[src/rtl/ccp_pkg.sv]
// Shared types and constants of the cell command parser.
package ccp_pkg;

    localparam int unsigned CmdWidth   = 3;
    localparam int unsigned CellWidth  = 8;
    localparam int unsigned QtyWidth   = 2;
    localparam int unsigned ValueWidth = 16;
    localparam int unsigned CfgIdxWidth = 2;

    // Command codes of a result item.
    localparam logic [CmdWidth-1:0] CMD_SET        = 3'd0;
    localparam logic [CmdWidth-1:0] CMD_REMOVE     = 3'd1;
    localparam logic [CmdWidth-1:0] CMD_REMOVE_ALL = 3'd2;
    localparam logic [CmdWidth-1:0] CMD_ADD        = 3'd3;
    localparam logic [CmdWidth-1:0] CMD_DUMP       = 3'd4;
    localparam logic [CmdWidth-1:0] CMD_MEASURE    = 3'd5;

    // Quantity codes of a set command.
    localparam logic [QtyWidth-1:0] QTY_VOLT = 2'd0;
    localparam logic [QtyWidth-1:0] QTY_CURR = 2'd1;
    localparam logic [QtyWidth-1:0] QTY_TEMP = 2'd2;
    localparam logic [QtyWidth-1:0] QTY_EXPO = 2'd3;

    // Configuration register indexes.
    localparam logic [CfgIdxWidth-1:0] REG_DEF_VOLTAGE  = 2'd0;
    localparam logic [CfgIdxWidth-1:0] REG_DEF_CURRENT  = 2'd1;
    localparam logic [CfgIdxWidth-1:0] REG_DEF_EXPOSURE = 2'd2;

    localparam logic [ValueWidth-1:0] DEF_VOLTAGE_RST  = 16'd4000;
    localparam logic [ValueWidth-1:0] DEF_CURRENT_RST  = 16'd3000;
    localparam logic [ValueWidth-1:0] DEF_EXPOSURE_RST = 16'd100;

    // ASCII characters the parser reacts to.
    localparam logic [7:0] CH_0     = 8'h30;
    localparam logic [7:0] CH_9     = 8'h39;
    localparam logic [7:0] CH_E     = 8'h45;
    localparam logic [7:0] CH_I     = 8'h49;
    localparam logic [7:0] CH_T     = 8'h54;
    localparam logic [7:0] CH_U     = 8'h55;
    localparam logic [7:0] CH_LOW_A = 8'h61;
    localparam logic [7:0] CH_LOW_C = 8'h63;
    localparam logic [7:0] CH_LOW_D = 8'h64;
    localparam logic [7:0] CH_LOW_M = 8'h6d;
    localparam logic [7:0] CH_LOW_R = 8'h72;

    typedef enum logic [10:0] {
        ST_IDLE   = 11'b000_0000_0001,
        ST_SELECT = 11'b000_0000_0010,
        ST_AWAIT  = 11'b000_0000_0100,
        ST_VOLT   = 11'b000_0000_1000,
        ST_CURR   = 11'b000_0001_0000,
        ST_TEMP   = 11'b000_0010_0000,
        ST_EXPO   = 11'b000_0100_0000,
        ST_ADD    = 11'b000_1000_0000,
        ST_DUMP   = 11'b001_0000_0000,
        ST_MEAS   = 11'b010_0000_0000,
        ST_REMOVE = 11'b100_0000_0000
    } ccp_state_t;

    // What one accepted byte produces: nothing, one record, or the add burst.
    typedef enum logic [1:0] {
        RES_NONE = 2'd0,
        RES_ONE  = 2'd1,
        RES_ADD  = 2'd2
    } ccp_res_kind_t;

    typedef struct packed {
        ccp_res_kind_t        kind;
        logic [CmdWidth-1:0]   command;
        logic [CellWidth-1:0]  target_cell;
        logic [QtyWidth-1:0]   quantity;
        logic [ValueWidth-1:0] value;
    } ccp_res_t;

endpackage

[src/rtl/ccp_parser.sv]
// Command byte parser: parser state registers and the per-byte decode.
module ccp_parser
(
    input  logic                      clk,
    input  logic                      rst_n,
    input  logic                      accept,
    input  logic [7:0]                rx_byte,
    input  logic [ccp_pkg::CellWidth-1:0] new_cell_id,
    output ccp_pkg::ccp_res_t         res
);
    import ccp_pkg::*;

    ccp_state_t            state_reg, state_next;
    logic [CellWidth-1:0]  cell_reg, cell_next;
    logic [ValueWidth-1:0] acc_reg, acc_next;
    logic                  seen_reg, seen_next;

    logic                  digit;
    logic [3:0]            dval;
    logic [CellWidth-1:0]  cell_mac;
    logic [ValueWidth-1:0] acc_mac;

    assign digit = (rx_byte >= CH_0) && (rx_byte <= CH_9);
    assign dval  = digit ? rx_byte[3:0] : 4'd0;

    // Times ten as two shifted copies, wrapping at the register width.
    assign cell_mac = {cell_reg[CellWidth-4:0], 3'b000} + {cell_reg[CellWidth-2:0], 1'b0}
                    + {{(CellWidth-4){1'b0}}, dval};
    assign acc_mac  = {acc_reg[ValueWidth-4:0], 3'b000} + {acc_reg[ValueWidth-2:0], 1'b0}
                    + {{(ValueWidth-4){1'b0}}, dval};

    always_comb
    begin
        state_next      = state_reg;
        cell_next       = cell_reg;
        acc_next        = acc_reg;
        seen_next       = seen_reg;
        res.kind        = RES_NONE;
        res.command     = CMD_SET;
        res.target_cell = '0;
        res.quantity    = QTY_VOLT;
        res.value       = '0;
        case (state_reg)
            ST_IDLE:
            begin
                if (rx_byte == CH_LOW_C || rx_byte == CH_LOW_R || rx_byte == CH_LOW_A)
                begin
                    cell_next = '0;
                    seen_next = 1'b0;
                    if (rx_byte == CH_LOW_C)
                        state_next = ST_SELECT;
                    else if (rx_byte == CH_LOW_R)
                        state_next = ST_REMOVE;
                    else
                        state_next = ST_ADD;
                end
                else if (rx_byte == CH_LOW_D)
                    state_next = ST_DUMP;
                else if (rx_byte == CH_LOW_M)
                    state_next = ST_MEAS;
            end
            ST_SELECT:
            begin
                if (digit)
                begin
                    cell_next = cell_mac;
                    seen_next = 1'b1;
                end
                else
                    state_next = seen_reg ? ST_AWAIT : ST_IDLE;
            end
            ST_AWAIT:
            begin
                if (rx_byte == CH_U || rx_byte == CH_I || rx_byte == CH_T || rx_byte == CH_E)
                begin
                    seen_next = 1'b0;
                    acc_next  = '0;
                    if (rx_byte == CH_U)
                        state_next = ST_VOLT;
                    else if (rx_byte == CH_I)
                        state_next = ST_CURR;
                    else if (rx_byte == CH_T)
                        state_next = ST_TEMP;
                    else
                        state_next = ST_EXPO;
                end
                else
                    state_next = ST_IDLE;
            end
            ST_VOLT, ST_CURR, ST_TEMP, ST_EXPO:
            begin
                if (digit)
                begin
                    acc_next  = acc_mac;
                    seen_next = 1'b1;
                end
                else
                begin
                    res.kind        = RES_ONE;
                    res.command     = CMD_SET;
                    res.target_cell = cell_reg;
                    res.value       = acc_reg;
                    if (state_reg == ST_VOLT)
                        res.quantity = QTY_VOLT;
                    else if (state_reg == ST_CURR)
                        res.quantity = QTY_CURR;
                    else if (state_reg == ST_TEMP)
                        res.quantity = QTY_TEMP;
                    else
                        res.quantity = QTY_EXPO;
                    seen_next  = 1'b0;
                    state_next = ST_AWAIT;
                end
            end
            ST_REMOVE:
            begin
                if (digit)
                begin
                    cell_next = cell_mac;
                    seen_next = 1'b1;
                end
                else if (rx_byte == CH_LOW_A)
                begin
                    // An 'a' after digits is dropped without a record.
                    if (!seen_reg)
                    begin
                        res.kind    = RES_ONE;
                        res.command = CMD_REMOVE_ALL;
                    end
                    state_next = ST_IDLE;
                end
                else
                begin
                    res.kind        = RES_ONE;
                    res.command     = CMD_REMOVE;
                    res.target_cell = cell_reg;
                    state_next      = ST_IDLE;
                end
            end
            ST_ADD:
            begin
                cell_next       = new_cell_id;
                res.kind        = RES_ADD;
                res.command     = CMD_ADD;
                res.target_cell = new_cell_id;
                state_next      = ST_AWAIT;
            end
            ST_DUMP:
            begin
                res.kind    = RES_ONE;
                res.command = CMD_DUMP;
                state_next  = ST_IDLE;
            end
            ST_MEAS:
            begin
                res.kind    = RES_ONE;
                res.command = CMD_MEASURE;
                state_next  = ST_IDLE;
            end
            default:
            begin
                state_next = ST_IDLE;
            end
        endcase
    end

    always_ff @(posedge clk or negedge rst_n)
    begin
        if (!rst_n)
        begin
            state_reg <= ST_IDLE;
            cell_reg  <= '0;
            acc_reg   <= '0;
            seen_reg  <= 1'b0;
        end
        else if (accept)
        begin
            state_reg <= state_next;
            cell_reg  <= cell_next;
            acc_reg   <= acc_next;
            seen_reg  <= seen_next;
        end
    end

endmodule

[src/rtl/ccp_out.sv]
// Result register with the step counter that plays out the add burst.
module ccp_out
(
    input  logic                           clk,
    input  logic                           rst_n,
    input  logic                           load,
    input  ccp_pkg::ccp_res_t              res,
    input  logic [ccp_pkg::ValueWidth-1:0] def_voltage,
    input  logic [ccp_pkg::ValueWidth-1:0] def_current,
    input  logic [ccp_pkg::ValueWidth-1:0] def_exposure,
    input  logic                           out_stall,
    output logic                           busy,
    output logic                           out_valid,
    output logic [ccp_pkg::CmdWidth-1:0]   command,
    output logic [ccp_pkg::CellWidth-1:0]  cell_res,
    output logic [ccp_pkg::QtyWidth-1:0]   quantity,
    output logic [ccp_pkg::ValueWidth-1:0] value,
    output logic                           last
);
    import ccp_pkg::*;

    logic                  valid_reg, valid_next;
    logic                  last_reg, last_next;
    logic [2:0]            step_reg, step_next;
    logic [CmdWidth-1:0]   cmd_reg, cmd_next;
    logic [CellWidth-1:0]  cell_reg, cell_next;
    logic [QtyWidth-1:0]   qty_reg, qty_next;
    logic [ValueWidth-1:0] value_reg, value_next;
    logic                  taken;

    assign taken = valid_reg && !out_stall;
    // A new byte may enter once the final record of the held one leaves.
    assign busy  = valid_reg && !(taken && last_reg);

    always_comb
    begin
        valid_next = valid_reg;
        last_next  = last_reg;
        step_next  = step_reg;
        cmd_next   = cmd_reg;
        cell_next  = cell_reg;
        qty_next   = qty_reg;
        value_next = value_reg;
        if (load && res.kind != RES_NONE)
        begin
            valid_next = 1'b1;
            step_next  = '0;
            cmd_next   = res.command;
            cell_next  = res.target_cell;
            qty_next   = res.quantity;
            value_next = res.value;
            last_next  = (res.kind == RES_ONE);
        end
        else if (taken && last_reg)
        begin
            valid_next = 1'b0;
        end
        else if (taken)
        begin
            // Next default set of the add burst; the cell stays the same.
            step_next = step_reg + 3'd1;
            cmd_next  = CMD_SET;
            qty_next  = step_reg[1:0];
            last_next = (step_reg == 3'd3);
            case (step_reg)
                3'd0:    value_next = def_voltage;
                3'd1:    value_next = def_current;
                default: value_next = def_exposure;
            endcase
        end
    end

    always_ff @(posedge clk or negedge rst_n)
    begin
        if (!rst_n)
        begin
            valid_reg <= 1'b0;
            last_reg  <= 1'b0;
            step_reg  <= '0;
        end
        else
        begin
            valid_reg <= valid_next;
            last_reg  <= last_next;
            step_reg  <= step_next;
        end
    end

    always_ff @(posedge clk)
    begin
        cmd_reg   <= cmd_next;
        cell_reg  <= cell_next;
        qty_reg   <= qty_next;
        value_reg <= value_next;
    end

    assign out_valid = valid_reg;
    assign command   = cmd_reg;
    assign cell_res  = cell_reg;
    assign quantity  = qty_reg;
    assign value     = value_reg;
    assign last      = last_reg;

endmodule

[src/rtl/cell_command_parser_top.sv]
// Cell command parser top level: configuration registers, parser and result stage.
//
// Input channel: one received command byte (rx_byte) with the cell identifier to
// use if it completes an add (new_cell_id), taken when in_valid is high and
// in_stall is low. Output channel: command records (command, cell_res, quantity,
// value, last), taken when out_valid is high and out_stall is low; last marks the
// final record caused by a byte.
// A byte is decoded in the cycle it is accepted and its first record is valid on
// the next cycle. One byte per cycle is taken while the receiver keeps up. A byte
// that completes an add gives five records from the result stage, one per cycle
// while the receiver keeps up, and the input is held until the last is taken.
// While the receiver stalls the held record stays put, and in_stall stays high
// until the final record of the current byte is taken.
// Configuration: cfg_wr_en writes cfg_data into register cfg_index (0 default
// voltage, 1 default current, 2 default exposure); other indexes are ignored.
// Reset puts the parser in idle, clears the cell number and value, empties the
// result stage and loads the defaults 4000, 3000 and 100.
module cell_command_parser_top
(
    input  logic                              clk,
    input  logic                              rst_n,
    input  logic                              cfg_wr_en,
    input  logic [ccp_pkg::CfgIdxWidth-1:0]   cfg_index,
    input  logic [ccp_pkg::ValueWidth-1:0]    cfg_data,
    input  logic                              in_valid,
    output logic                              in_stall,
    input  logic [7:0]                        rx_byte,
    input  logic [ccp_pkg::CellWidth-1:0]     new_cell_id,
    output logic                              out_valid,
    input  logic                              out_stall,
    output logic [ccp_pkg::CmdWidth-1:0]      command,
    output logic [ccp_pkg::CellWidth-1:0]     cell_res,
    output logic [ccp_pkg::QtyWidth-1:0]      quantity,
    output logic [ccp_pkg::ValueWidth-1:0]    value,
    output logic                              last
);
    import ccp_pkg::*;

    logic [ValueWidth-1:0] def_voltage_reg;
    logic [ValueWidth-1:0] def_current_reg;
    logic [ValueWidth-1:0] def_exposure_reg;
    logic                  accept;
    logic                  busy;
    ccp_res_t              res;

    always_ff @(posedge clk or negedge rst_n)
    begin
        if (!rst_n)
        begin
            def_voltage_reg  <= DEF_VOLTAGE_RST;
            def_current_reg  <= DEF_CURRENT_RST;
            def_exposure_reg <= DEF_EXPOSURE_RST;
        end
        else if (cfg_wr_en)
        begin
            case (cfg_index)
                REG_DEF_VOLTAGE:  def_voltage_reg  <= cfg_data;
                REG_DEF_CURRENT:  def_current_reg  <= cfg_data;
                REG_DEF_EXPOSURE: def_exposure_reg <= cfg_data;
                default:          ;
            endcase
        end
    end

    assign in_stall = busy;
    assign accept   = in_valid && !busy;

    ccp_parser u_parser
    (
        .clk         (clk),
        .rst_n       (rst_n),
        .accept      (accept),
        .rx_byte     (rx_byte),
        .new_cell_id (new_cell_id),
        .res         (res)
    );

    ccp_out u_out
    (
        .clk          (clk),
        .rst_n        (rst_n),
        .load         (accept),
        .res          (res),
        .def_voltage  (def_voltage_reg),
        .def_current  (def_current_reg),
        .def_exposure (def_exposure_reg),
        .out_stall    (out_stall),
        .busy         (busy),
        .out_valid    (out_valid),
        .command      (command),
        .cell_res     (cell_res),
        .quantity     (quantity),
        .value        (value),
        .last         (last)
    );

endmodule

[config.mk]
export PLATFORM = sky130hd
export DESIGN_NAME = cell_command_parser_top
export DESIGN_NICKNAME = d
export VERILOG_FILES = /design/src/rtl/ccp_pkg.sv /design/src/rtl/ccp_parser.sv /design/src/rtl/ccp_out.sv /design/src/rtl/cell_command_parser_top.sv
export SDC_FILE = /design/constraint.sdc
export NUM_CORES = 1
export LEC_CHECK = 0
export BUFFER_PORTS_ARGS = -buffer_cell sky130_fd_sc_hd__buf_4
export CAP_MARGIN = 20
export CORE_ASPECT_RATIO = 1.1
export CORE_MARGIN = 2
export CORE_UTILIZATION = 30
export DETAILED_ROUTE_END_ITERATION = 12
export PLACE_DENSITY = 0.46
export SYNTH_ARGS = -nofsm -noshare
export SYNTH_HDL_FRONTEND = slang
export SYNTH_SLANG_ARGS = --single-unit
export TNS_END_PERCENT = 10
[constraint.sdc]
create_clock -name clk -period 3.9 [get_ports clk]
set_clock_uncertainty 0.2 [all_clocks]
set_input_delay 0.585 -clock clk [delete_from_list [all_inputs] [get_ports clk]]
set_output_delay 0.585 -clock clk [all_outputs]
set_load 0.02 [all_outputs]
==> results.py <==
metrics = {
    "setup_path": {
        "cpLargestDelayFamily": "compound AO/OA/AOI/OAI gates",
        "critical_path.max_stage_delay_ns": 0.34,
        "cp_slowest_cell": "a221o_1",
        "worst_setup_path_end_kind": "flop",
        "start_kind": "input pin",
        "startpoint": "rx_byte[7]",
        "path_buf_inv": 2,
        "crit_type": "in -> reg",
        "cp_data_arrival_time_ns": 3.57,
        "crit_chain": "buf_4 > nor2_1 > nand3_1 > nor2b_1 > nand2_1 > xnor2_1 > ha_1 > ha_1 > a211oi_1 > o21a_1 > o31ai_1 > buf_4 > a221o_1 > a21oi_1 > xnor2_1 > a22o_1",
        "crit_fanout": 3,
        "r2r_start": "u_parser.state_reg[5]",
        "cp.required_ns": 3.99,
    },
    "place": {
        "port-buffer-count": 70,
        "pre_cts_slack_ns": 0.005111,
        "placed_cell_area_sq_um": 8048,
        "place_congestion": 0.9342,
        "hpwlAfterDp_mm": 13.15,
    },
    "logic_synthesis": {
        "synth.distinct_cells": 83,
        "avgSynthCellArea_sq_um": 11.38,
        "seq_area_frac_synth_pct": 42.98,
        "synth_edf_count": 29,
        "synth_top_area_share_pct": 24.82,
        "synth_cells": 638,
        "synth_nets": 721,
        "synthArstFlopShare_pct": 75.42,
        "synth_area_leaders": "dfrtp_1 (25%), edfxtp_1 (12%), mux2_2 (7.6%), ha_1 (7.2%), dfstp_2 (6.2%)",
        "ys_warn_count": 0,
        "syn_area_sq_um": 7258,
        "yosys_most_used_dff": "dfrtp_1",
        "ys_ff_latch": 118,
        "yosys.area.top_type": "dfrtp_1",
    },
    "timing": {
        "tns_ns": 0,
        "fin_crit_ns": 3.475,
        "worst_slack_ns": 0.4245,
        "tightest_slew_ns": 1.105,
        "finalMaxSlewViolations": 0,
        "max_clock_freq_mhz": 287.7,
        "rsz0062_at_grt": "no",
        "relSlewSlack_pct": 26.10,
        "fin_crit_sh_pct": 89.11,
        "setup_viol": 0,
        "hold_viol": 0,
    },
    "die": {
        "die_y_um": 167.1,
        "core-area_sq_um": 23700,
        "fp.dieArea_sq_um": 25460,
        "die_w_um": 152.3,
        "row_count": 59,
        "pin_count": 71,
        "start_util_pct": 30.63,
    },
    "clock_tree": {
        "cts_buffer_depth": 2,
        "path_clk_slew_ns": 0.06,
        "numCtsBuffers": 17,
        "root_buffer": "clkbuf_16",
        "cts_sinks": 118,
        "cts_tree": "yes",
        "insertion_delay_ns": 0.41,
        "cts_setup_buffers": 0,
        "htree_levels": 4,
    },
    "final_layout": {
        "synthToLayoutAreaGrowth_pct": 19.62,
        "final_common_cell": "buf_4",
        "multiInputGateArea_sq_um": 3814,
        "diodes": 0,
        "fill_cells": 2349,
        "fin_area_sq_um": 8682,
        "regArea_sq_um": 3119,
        "nets": 797,
        "drive_gt1_share_pct": 36.73,
        "final_cell_mix": "buf_4 (89), nand2_1 (74), dfrtp_1 (72)",
    },
    "power": {
        "swShare_pct": 33.38,
        "leakage_nw": 3.832,
        "seq_power_share_pct": 35.2,
        "ir_drop_v": 0.0002094,
        "clock_power_share_pct": 33.4,
        "power.density_nw_per_um2": 547.9,
        "p_comb_share_pct": 31.4,
        "p_sw_mw": 1.588,
        "total_power_mw": 4.757,
        "p_int_mw": 3.169,
    },
    "global_route": {
        "track_usage_pct": 15.03,
        "first_global_vias": 5567,
        "grt_pass1_wl_mm": 30.54,
        "grt_max_degree": 82,
        "globalRouteOverflowTotal": 0,
        "antenna_found_initial": 0,
    },
    "run": {
        "max_cap_viol_count": 0,
    },
    "routing": {
        "vias": 5255,
        "remaining_drc_errors": 0,
        "routed_via_density": 5.092,
        "drt-pass1-iter-count": 5,
        "antenna_left": 0,
        "routed_wirelength_mm": 18.47,
        "wl_per_cell_um": 17.90,
        "drt_iter0_drc": 274,
    },
    "outcome": {
        "status": "finished, final reports clean",
    },
    "min_path": {
        "hp-start": "cfg_data[10]",
        "hold_class": "in -> reg",
    },
}
==> Yosys cell counts (6+ instances only) <==
cell type	instances
buf_6	10
clkbuf_1	10
nor2_1	34
o21a_1	7
edfxtp_1	29
dfrtp_1	72
o21ai_2	14
a21oi_1	12
dfstp_2	17
mux2_4	10
xnor2_1	24
nand2_1	74
a22oi_1	22
a22o_1	16
clkbuf_8	6
mux2_2	49
nand3_1	6
o21ai_1	8
ha_1	42
a21o_1	10
a211oi_1	6
o21ai_0	23
nor3_1	7
inv_1	12
o211ai_2	16
==> layout make-up <==
| cell class | instances | area share (%) |
|---|---|---|
| inverters | 12 | 0.5188 |
| well taps | 305 | 4.395 |
| multi-input cells | 473 | 43.93 |
| repair buffers | 92 | 8.359 |
| clock inverters | 13 | 1.643 |
| flip-flops and latches | 118 | 35.93 |
| clock buffers | 19 | 5.231 |
==> metrics by stage <==
stage	cells	util [%]	hold WS [ns]
finish	1032	36.64	0.2244
global placement	998	33.96	0.2732
detailed placement	998	33.96	0.2765
floorplan	638	-	0.08941
global route	1032	36.64	0.2049
CTS	1030	36.48	0.2078
==> layer usage <==
| layer | wire [um] | track usage (%) |
|---|---|---|
| met5 | 0 | 0 |
| met1 | 8383 | 19.38 |
| met3 | 808 | 3.183 |
| met4 | 266 | 4.348 |
| met2 | 9011 | 25.48 |
==> repair_timing <==
item / in CTS / in global routing
hold buffers: 0 / 1
resized for setup: 0 / 0
endpoints found under the hold margin: 0 / 15
==> cells by family after synthesis <==
kind of cell	share of synthesized area, %
simple gates	12.88
compound gates	18.29
flops	42.98
mux	9.826
buf+inv	4.741
fa+ha+maj	7.792
xor+xnor	3.499
==> power groups by stage <==
stage,logic [mW],clock network (mW),registers (mW)
3_5_place_dp,1.51,0,1.70
5_1_grt,1.65,1.69,1.70
3_3_place_gp,1.49,0,1.69
2_1_floorplan,1.04,0,1.73
6_report,1.49,1.59,1.68
4_1_cts,1.51,1.63,1.68
==> worst register-to-register path: stages (launching register included) <==
cell and delay (ns):
dfrtp_1 0.50, or3_4 0.45, nor3_1 0.36, and3_1 0.22, buf_4 0.24, inv_1 0.14
a31o_4 0.33, nand2_1 0.13, buf_4 0.26
==> path summary, 6_finish.rpt <==
check                                            end  slack, ns  cells after the start
min in group asynchronous         def_voltage_reg[4]       0.49                      2
worst min register to register  u_parser.cell_reg[7]       0.29                      2
worst min-delay path             def_current_reg[10]       0.22                      2
worst max register to register       u_out.value[11]       0.76                      8
worst max-delay path            u_parser.acc_reg[15]       0.42                     16
max in group asynchronous         def_voltage_reg[7]       2.32                      3
(Power assumes the default switching activity.)
